### config.mk
export PLATFORM = sky130hd
export DESIGN_NAME = streaming_moving_average
export DESIGN_NICKNAME = d
export VERILOG_FILES = /design/src/rtl/core/sma_pkg.sv /design/src/rtl/core/sma_front.sv /design/src/rtl/core/sma_queue.sv /design/src/rtl/core/sma_back.sv /design/src/rtl/core/streaming_moving_average.sv
export SDC_FILE = /design/constraint.sdc
export NUM_CORES = 2
export LEC_CHECK = 0
export BUFFER_PORTS_ARGS = -buffer_cell sky130_fd_sc_hd__clkbuf_2
export CORE_ASPECT_RATIO = 0.5
export CORE_MARGIN = 2
export CORE_UTILIZATION = 50
export DETAILED_ROUTE_END_ITERATION = 8
export PLACE_DENSITY_LB_ADDON = 0.1
export SLEW_MARGIN = 20
export SYNTH_ARGS = -nofsm -noshare
export SYNTH_HDL_FRONTEND = slang
export SYNTH_SLANG_ARGS = --single-unit
### constraint.sdc
create_clock -name clk -period 5.7 [get_ports clk]
set_clock_uncertainty 0.15 [all_clocks]
set_input_delay 0.855 -clock clk [delete_from_list [all_inputs] [get_ports clk]]
set_output_delay 0.855 -clock clk [all_outputs]
set_load 0.03 [all_outputs]
### src/rtl/core/sma_pkg.sv
// shared constants and helpers for the streaming moving average
// no dependencies; imported by every module of the block
`default_nettype none

package sma_pkg;

    localparam int CFG_W = 7;
    localparam logic [CFG_W-1:0] WINDOW_RESET = CFG_W'(8);

    // zero means one sample, anything above the ring depth means the full ring
    function automatic logic [CFG_W-1:0] clamp_length(input logic [CFG_W-1:0] wl,
                                                      input int unsigned wmax);
        logic [CFG_W-1:0] n;
        if (wl == '0)
        begin
            n = CFG_W'(1);
        end
        else if (32'(wl) > wmax)
        begin
            n = CFG_W'(wmax);
        end
        else
        begin
            n = wl;
        end
        return n;
    endfunction

endpackage

`default_nettype wire

### src/rtl/core/sma_front.sv
// front end: takes samples, keeps the sample ring and the running sum
// classifies each request as warm-up or full window; depends on sma_pkg
`default_nettype none

module sma_front #(
    parameter int WINDOW_MAX   = 64,
    parameter int SAMPLE_WIDTH = 24,
    parameter int SUM_W        = 30
) (
    input  wire logic                        clk,
    input  wire logic                        rst_n,
    input  wire logic                        cfg_we,
    input  wire logic [sma_pkg::CFG_W-1:0]   window_length,
    input  wire logic                        sample_valid,
    output logic                             sample_ready,
    input  wire logic [SAMPLE_WIDTH-1:0]     sample,
    output logic                             push,
    input  wire logic                        push_ready,
    output logic                             push_full,
    output logic [SUM_W-1:0]                 push_sum
);
    import sma_pkg::*;

    localparam int DEPTH  = (WINDOW_MAX < (1 << CFG_W)) ? WINDOW_MAX : (1 << CFG_W) - 1;
    localparam int ADDR_W = (DEPTH > 1) ? $clog2(DEPTH) : 1;

    localparam logic ST_IDLE = 1'b0;
    localparam logic ST_UPD  = 1'b1;

    logic                           state_reg;
    logic signed [SAMPLE_WIDTH-1:0] sample_reg;
    logic signed [SAMPLE_WIDTH-1:0] old_reg;
    logic [CFG_W-1:0]               fill_reg;
    logic signed [SUM_W-1:0]        sum_reg;
    logic [ADDR_W-1:0]              ptr_reg;

    logic [SAMPLE_WIDTH-1:0]        ring_mem [DEPTH];

    logic [CFG_W-1:0]               n;
    logic                           warm;
    logic [ADDR_W-1:0]              ptr_eff;
    logic [ADDR_W-1:0]              wr_addr;
    logic [CFG_W-1:0]               fill_inc;
    logic [CFG_W-1:0]               ptr_inc;
    logic [ADDR_W-1:0]              ptr_next;
    logic signed [SUM_W-1:0]        old_ext;
    logic signed [SUM_W-1:0]        sum_next;
    logic                           update;

    always_comb
    begin
        n        = clamp_length(window_length, WINDOW_MAX);
        warm     = fill_reg < n;
        ptr_eff  = (CFG_W'(ptr_reg) >= n) ? '0 : ptr_reg;
        wr_addr  = warm ? fill_reg[ADDR_W-1:0] : ptr_eff;
        fill_inc = fill_reg + CFG_W'(1);
        ptr_inc  = CFG_W'(ptr_eff) + CFG_W'(1);
        ptr_next = (ptr_inc >= n) ? '0 : ptr_inc[ADDR_W-1:0];
        // oldest sample leaves the sum only once the window is full
        old_ext  = warm ? '0 : SUM_W'(old_reg);
        sum_next = sum_reg + SUM_W'(sample_reg) - old_ext;
        update   = (state_reg == ST_UPD) && push_ready;
    end

    assign sample_ready = (state_reg == ST_IDLE);
    assign push         = (state_reg == ST_UPD);
    assign push_full    = warm ? (fill_inc == n) : 1'b1;
    assign push_sum     = sum_next;

    always_ff @(posedge clk or negedge rst_n)
    begin
        if (!rst_n)
        begin
            state_reg <= ST_IDLE;
            fill_reg  <= '0;
            sum_reg   <= '0;
            ptr_reg   <= '0;
        end
        else if (cfg_we)
        begin
            state_reg <= ST_IDLE;
            fill_reg  <= '0;
            sum_reg   <= '0;
            ptr_reg   <= '0;
        end
        else
        begin
            unique case (state_reg)
                ST_IDLE:
                begin
                    if (sample_valid)
                    begin
                        state_reg <= ST_UPD;
                    end
                end
                ST_UPD:
                begin
                    if (push_ready)
                    begin
                        state_reg <= ST_IDLE;
                        sum_reg   <= sum_next;
                        if (warm)
                        begin
                            fill_reg <= fill_inc;
                        end
                        else
                        begin
                            ptr_reg <= ptr_next;
                        end
                    end
                end
                default:
                begin
                    state_reg <= ST_IDLE;
                end
            endcase
        end
    end

    always_ff @(posedge clk)
    begin
        if (sample_valid && sample_ready)
        begin
            sample_reg <= sample;
        end
        if (update)
        begin
            ring_mem[wr_addr] <= sample_reg;
        end
        // read of the oldest slot lands by the time the update state looks at it
        old_reg <= ring_mem[ptr_eff];
    end

endmodule

`default_nettype wire

### src/rtl/core/sma_queue.sv
// two-entry queue between the front end and the divider back end
// carries the window sum and the full-window flag; depends on sma_pkg
`default_nettype none

module sma_queue #(
    parameter int W = 31
) (
    input  wire logic         clk,
    input  wire logic         rst_n,
    input  wire logic         push,
    output logic              push_ready,
    input  wire logic [W-1:0] push_data,
    input  wire logic         pop,
    output logic              pop_valid,
    output logic [W-1:0]      pop_data
);
    import sma_pkg::*;

    logic [W-1:0] entry_mem [2];
    logic         wr_ptr_reg;
    logic         rd_ptr_reg;
    logic [1:0]   count_reg;
    logic         do_push;
    logic         do_pop;

    assign push_ready = (count_reg != 2'd2);
    assign pop_valid  = (count_reg != 2'd0);
    assign pop_data   = entry_mem[rd_ptr_reg];
    assign do_push    = push && push_ready;
    assign do_pop     = pop && pop_valid;

    always_ff @(posedge clk or negedge rst_n)
    begin
        if (!rst_n)
        begin
            wr_ptr_reg <= 1'b0;
            rd_ptr_reg <= 1'b0;
            count_reg  <= 2'd0;
        end
        else
        begin
            if (do_push)
            begin
                wr_ptr_reg <= ~wr_ptr_reg;
            end
            if (do_pop)
            begin
                rd_ptr_reg <= ~rd_ptr_reg;
            end
            if (do_push && !do_pop)
            begin
                count_reg <= count_reg + 2'd1;
            end
            else if (do_pop && !do_push)
            begin
                count_reg <= count_reg - 2'd1;
            end
        end
    end

    always_ff @(posedge clk)
    begin
        if (do_push)
        begin
            entry_mem[wr_ptr_reg] <= push_data;
        end
    end

endmodule

`default_nettype wire

### src/rtl/core/sma_back.sv
// back end: bit-serial signed divide of the window sum by the window length
// drives the output register; depends on sma_pkg
`default_nettype none

module sma_back #(
    parameter int WINDOW_MAX   = 64,
    parameter int SAMPLE_WIDTH = 24,
    parameter int SUM_W        = 30
) (
    input  wire logic                      clk,
    input  wire logic                      rst_n,
    input  wire logic [sma_pkg::CFG_W-1:0] window_length,
    input  wire logic                      pop_valid,
    output logic                           pop,
    input  wire logic                      pop_full,
    input  wire logic [SUM_W-1:0]          pop_sum,
    output logic                           out_valid,
    input  wire logic                      out_ready,
    output logic [SAMPLE_WIDTH-1:0]        out_average,
    output logic                           out_valid_res
);
    import sma_pkg::*;

    localparam int CNT_W = (SUM_W > 1) ? $clog2(SUM_W) : 1;

    localparam logic [1:0] ST_IDLE = 2'd0;
    localparam logic [1:0] ST_DIV  = 2'd1;
    localparam logic [1:0] ST_FIN  = 2'd2;

    logic [1:0]              state_reg;
    logic                    out_valid_reg;
    logic [SAMPLE_WIDTH-1:0] out_avg_reg;
    logic                    out_res_reg;
    logic                    neg_reg;
    logic [SUM_W-1:0]        quo_reg;
    logic [CFG_W-1:0]        rem_reg;
    logic [CNT_W-1:0]        cnt_reg;

    logic [CFG_W-1:0]        n;
    logic                    out_free;
    logic                    out_load;
    logic [CFG_W:0]          rem_sh;
    logic [CFG_W:0]          rem_diff;
    logic                    ge;
    logic [SUM_W-1:0]        quo_signed;
    logic [SUM_W-1:0]        sum_mag;

    always_comb
    begin
        n          = clamp_length(window_length, WINDOW_MAX);
        out_free   = !out_valid_reg || out_ready;
        rem_sh     = {rem_reg, quo_reg[SUM_W-1]};
        rem_diff   = rem_sh - {1'b0, n};
        ge         = rem_sh >= {1'b0, n};
        quo_signed = neg_reg ? (~quo_reg + SUM_W'(1)) : quo_reg;
        sum_mag    = pop_sum[SUM_W-1] ? (~pop_sum + SUM_W'(1)) : pop_sum;
        pop        = (state_reg == ST_IDLE) && pop_valid && (pop_full || out_free);
        // warm-up request or finished divide goes to the output register
        out_load   = (pop && !pop_full) || ((state_reg == ST_FIN) && out_free);
    end

    assign out_valid     = out_valid_reg;
    assign out_average   = out_avg_reg;
    assign out_valid_res = out_res_reg;

    always_ff @(posedge clk or negedge rst_n)
    begin
        if (!rst_n)
        begin
            state_reg     <= ST_IDLE;
            out_valid_reg <= 1'b0;
            cnt_reg       <= '0;
        end
        else
        begin
            if (out_load)
            begin
                out_valid_reg <= 1'b1;
            end
            else if (out_valid_reg && out_ready)
            begin
                out_valid_reg <= 1'b0;
            end
            unique case (state_reg)
                ST_IDLE:
                begin
                    if (pop && pop_full)
                    begin
                        state_reg <= ST_DIV;
                        cnt_reg   <= '0;
                    end
                end
                ST_DIV:
                begin
                    cnt_reg <= cnt_reg + CNT_W'(1);
                    if (cnt_reg == CNT_W'(SUM_W - 1))
                    begin
                        state_reg <= ST_FIN;
                    end
                end
                ST_FIN:
                begin
                    if (out_free)
                    begin
                        state_reg <= ST_IDLE;
                    end
                end
                default:
                begin
                    state_reg <= ST_IDLE;
                end
            endcase
        end
    end

    always_ff @(posedge clk)
    begin
        if (state_reg == ST_IDLE && pop)
        begin
            neg_reg <= pop_sum[SUM_W-1];
            quo_reg <= sum_mag;
            rem_reg <= '0;
            if (!pop_full)
            begin
                // warm-up request, nothing to divide
                out_avg_reg <= '0;
                out_res_reg <= 1'b0;
            end
        end
        else if (state_reg == ST_DIV)
        begin
            rem_reg <= ge ? rem_diff[CFG_W-1:0] : rem_sh[CFG_W-1:0];
            quo_reg <= {quo_reg[SUM_W-2:0], ge};
        end
        else if (state_reg == ST_FIN && out_free)
        begin
            // magnitude quotient with the sign put back truncates toward zero
            out_avg_reg <= quo_signed[SAMPLE_WIDTH-1:0];
            out_res_reg <= 1'b1;
        end
    end

endmodule

`default_nettype wire

### src/rtl/core/streaming_moving_average.sv
// moving average over the last N samples, kept as a running sum
// a request passes the front-end update state, the queue and the bit-serial divider,
// which works through the SUM_W bits of the sum (SUM_W = SAMPLE_WIDTH + log2 WINDOW_MAX, 30 by default)
// the divider takes no new request until it has finished the last one
// warm-up requests leave the divider out
// reset: asynchronous, active low; window length 8, warm-up restarted, ring contents undefined
`default_nettype none

module streaming_moving_average #(
    parameter int WINDOW_MAX   = 64,
    parameter int SAMPLE_WIDTH = 24
) (
    input  wire logic                                  clk,
    input  wire logic                                  rst_n,
    input  wire logic                                  cfg_we,
    input  wire logic [sma_pkg::CFG_W-1:0]             cfg_wdata,     // window_length
    input  wire logic                                  s_axis_tvalid,
    output logic                                       s_axis_tready,
    input  wire logic [((SAMPLE_WIDTH + 7) / 8) * 8 - 1:0] s_axis_tdata, // sample
    output logic                                       m_axis_tvalid,
    input  wire logic                                  m_axis_tready,
    output logic [((SAMPLE_WIDTH + 7) / 8) * 8 - 1:0]  m_axis_tdata,  // average
    output logic                                       m_axis_tuser   // valid_res
);
    import sma_pkg::*;

    localparam int TDATA_W = ((SAMPLE_WIDTH + 7) / 8) * 8;
    localparam int SUM_W   = SAMPLE_WIDTH + $clog2(WINDOW_MAX);

    logic [CFG_W-1:0]        window_length_reg;
    logic                    push;
    logic                    push_ready;
    logic                    push_full;
    logic [SUM_W-1:0]        push_sum;
    logic                    pop;
    logic                    pop_valid;
    logic [SUM_W:0]          pop_data;
    logic [SAMPLE_WIDTH-1:0] average;

    always_ff @(posedge clk or negedge rst_n)
    begin
        if (!rst_n)
        begin
            window_length_reg <= WINDOW_RESET;
        end
        else if (cfg_we)
        begin
            window_length_reg <= cfg_wdata;
        end
    end

    sma_front #(
        .WINDOW_MAX   (WINDOW_MAX),
        .SAMPLE_WIDTH (SAMPLE_WIDTH),
        .SUM_W        (SUM_W)
    ) u_front (
        .clk           (clk),
        .rst_n         (rst_n),
        .cfg_we        (cfg_we),
        .window_length (window_length_reg),
        .sample_valid  (s_axis_tvalid),
        .sample_ready  (s_axis_tready),
        .sample        (s_axis_tdata[SAMPLE_WIDTH-1:0]),
        .push          (push),
        .push_ready    (push_ready),
        .push_full     (push_full),
        .push_sum      (push_sum)
    );

    sma_queue #(
        .W (SUM_W + 1)
    ) u_queue (
        .clk        (clk),
        .rst_n      (rst_n),
        .push       (push),
        .push_ready (push_ready),
        .push_data  ({push_full, push_sum}),
        .pop        (pop),
        .pop_valid  (pop_valid),
        .pop_data   (pop_data)
    );

    sma_back #(
        .WINDOW_MAX   (WINDOW_MAX),
        .SAMPLE_WIDTH (SAMPLE_WIDTH),
        .SUM_W        (SUM_W)
    ) u_back (
        .clk           (clk),
        .rst_n         (rst_n),
        .window_length (window_length_reg),
        .pop_valid     (pop_valid),
        .pop           (pop),
        .pop_full      (pop_data[SUM_W]),
        .pop_sum       (pop_data[SUM_W-1:0]),
        .out_valid     (m_axis_tvalid),
        .out_ready     (m_axis_tready),
        .out_average   (average),
        .out_valid_res (m_axis_tuser)
    );

    assign m_axis_tdata = TDATA_W'(average);

endmodule

`default_nettype wire
==> impl_metrics.ini <==
[synthesis]
synthSimpleGateAreaFrac_pct = 7.51
synth_compound_area_share_pct = 10.4
synth_top_flop_cell = edfxtp_1
ys_async_sr_fraction_pct = 3.56
synth_top_family_by_area = compound AO/OA/AOI/OAI gates
synthXorXnorAreaFrac_pct = 1.27
synth_cells = 4989
yosys.area.top_type = edfxtp_1
synth_most_common_cell = edfxtp_1
post-synth-top-area-fraction_pct = 68.5
synth_area_per_cell_um2 = 14.7
synth_fp_nets = 5119
ys_warn_count = 0
synth_commonest_cells = 1678 x edfxtp_1, 447 x nor2_1, 222 x o21ai_0
ys_top_cells_by_area = edfxtp_1 68%, mux2i_1 2.5%, nor2_1 2.3%, mux4_2 2.2%, dfrtp_1 2.1%
seq_area_frac_synth_pct = 71.5
synth_area_mm2 = 0.0736
synth_edf_count = 1678
synth.mux.area_fraction_pct = 4.90
netlist-cell-type-count = 79
synth_adder_area_share_pct = 1.90
ys_seq_elements = 1772

[run]
max-cap-violations = 0

[floorplan]
die_w_um = 546
ioPinCount = 63
core_region_area_mm2 = 0.146
die_area_mm2 = 0.150
initial_utilization_pct = 50.4
rows = 99
die_h_um = 275

[final_layout]
drive_gt1_share_pct = 13.7
largest_register = u_front.ring_mem
final_area_mm2 = 0.0827
largest_reg_flops = 1536
area_delta_synth_final_pct = 12.4
fill_cells = 11485
nets = 5265
largestRegisters = u_front.ring_mem: 1536 flops, u_queue.entry_mem: 62 flops
stdcell_count = 7225

[clock_tree]
h-tree-depth = 4
cts_sinks = 1772
clock_path_buffers = 4
cts-root-buf = clkbuf_16
cts_hold_buf = 0
insertion_delay_ns = 0.82
post_cts_resized = 0
clk_pin_slew_worst_paths_ns = 0.07
cts_buffers = 164
post-cts-setup-buffers = 0
tritoncts = built

[pwr]
power_leakage_nw = 27.0
finalPower_mw = 31.2
irDropWorstVdd_mv = 0.271
powerDensity_mw_per_mm2 = 377

[worst_setup_path]
endpoint_kind = flip-flop
cp-start-kind = flip-flop
worstRegToRegCells = 22
critical_path_peak_fanout = 18
worstSetupPathType = flip-flop to flip-flop
cp.arrival_ns = 5.68
critPathRequiredTime_ns = 6.22

[timing]
rsz0062_at_grt = false
finalMaxSlewViolations = 0
setup_tns_ns = 0
setup_violations = 0
hold_violations = 0
slew_headroom_pct = 13.5
final.min_clock_period_ns = 5.16
fmax_ghz = 0.194
worstMarginPinSlew_ns = 1.28
finalCritPeriodShare_pct = 90.5

[detailed_routing]
wl_um = 224000
route.detailed.drc = 0
drt_pass1_iterations = 7
num_vias = 46016
antenna_left = 0
routedWlPerCell_um = 31.0
avgViaCountPerCell = 6.37
drt_iter0_drc = 6325

[global_route]
grt_pass1_vias = 43036
grt_pass1_wl_um = 316000
grt_overflow = 0
track_usage_pct = 29.4
antenna_found_initial = 24
grt_max_degree = 189

[placement]
io_buffers = 62
hpwl_um = 136000
gp_congestion = 0.865
dpl_cell_area_mm2 = 0.0776
place_inst = 6938

[worst_hold_path]
hp-class = input port to asynchronous set/reset pin

[status]
status = completed
report_power, final:
part | internal, mW | leakage (nW) | switching [mW]
clock network | 6.01 | 2.48 | 4.79
logic | 1.65 | 8.26 | 3.05
registers | 15.2 | 16.2 | 0.447
total | 22.9 | 27.0 | 8.29
cell usage in the layout, fill, tap and decap left out, types with 50 or more instances in the layout:
cell / count
ha_1: 64
a21oi_1: 178
nor3_1: 172
nand2_1: 190
o22ai_1: 73
edfxtp_1: 1678
o221ai_1: 50
clkbuf_2: 61
mux4_2: 72
mux2i_1: 186
nor2_1: 380
buf_4: 202
nor2_2: 66
nand2b_1: 62
dfrtp_1: 59
xor2_1: 53
a211oi_1: 127
nand3_1: 151
clkbuf_16: 166
inv_1: 138
o21ai_0: 221
xnor2_1: 54
worst max-delay path, stage by stage, from the launching register on:
cell	delay [ns]
dfrtp_1	0.41
nor3_1	0.19
a21oi_1	0.09
nor2_1	0.14
ha_1	0.17
nor2b_1	0.04
o21ai_0	0.14
a21oi_1	0.11
o41a_4	0.47
and2_1	0.21
ha_1	0.27
inv_1	0.04
ha_1	0.22
fa_1	0.49
a211oi_1	0.30
o21a_1	0.20
o21ai_1	0.16
a2111oi_2	0.42
buf_4	0.23
o21bai_1	0.11
xor2_1	0.30
nand2_1	0.09
a21oi_1	0.14
cell type report:
| class | instances | area [µm²] | share of cell area, % |
|---|---|---|---|
| Sequential cell | 1772 | 52600 | 63.6 |
| Multi-Input combinational cell | 2759 | 19500 | 23.6 |
| Clock buffer | 209 | 4380 | 5.29 |
| Timing Repair Buffer | 296 | 2480 | 3.00 |
| Tap cell | 1969 | 2460 | 2.98 |
| Clock inverter | 75 | 702 | 0.849 |
| Inverter | 142 | 533 | 0.645 |
| Antenna cell | 3 | 7.51 | 0.00908 |
logic make-up (layout without fill, tap and decap cells):
kind of cell | Yosys count | in the layout
xor+xnor | 107 | 107
fa+ha+maj | 94 | 94
mux | 269 | 269
flops | 1772 | 1772
simple gates | 1192 | 1192
compound gates | 1097 | 1097
buf+inv | 458 | 722
other cells | 0 | 3
metrics by stage:
step	hold WS, ns	setup slack [ns]	utilization, %
5_1_grt	0.0362	0.0878	56.7
2_1_floorplan	0.276	0.266	-
4_1_cts	0.0221	0.398	56.6
3_3_place_gp	0.287	0.476	53.2
3_5_place_dp	0.322	0.438	53.2
6_report	0.0568	0.540	56.7
per-layer routing:
layer / wire, µm / global-route usage [%] / up-vias / share of wire, %
met5: 63 / 0 / - / 0.028
li1: - / - / 19680 / -
met4: 4100 / 6.01 / 10 / 1.8
met2: 96300 / 42.8 / 2496 / 43
met3: 27100 / 7.75 / 281 / 12
met1: 96300 / 44.7 / 23549 / 43
final timing paths:
kind                                      start  slack, ns                endpoint
hold / removal                            rst_n       0.06      u_front.ptr_reg[0]
setup reg to reg           window_length_reg[5]       0.54     u_front.sum_reg[20]
min in group clk               s_axis_tdata[20]       0.06  u_front.sample_reg[20]
setup / recovery           window_length_reg[5]       0.54     u_front.sum_reg[20]
hold reg to reg               u_back.rem_reg[6]       0.33       u_back.rem_reg[6]
max in group asynchronous                 rst_n       4.65      u_queue.rd_ptr_reg
Note: power is estimated with default switching activity, not from simulation.
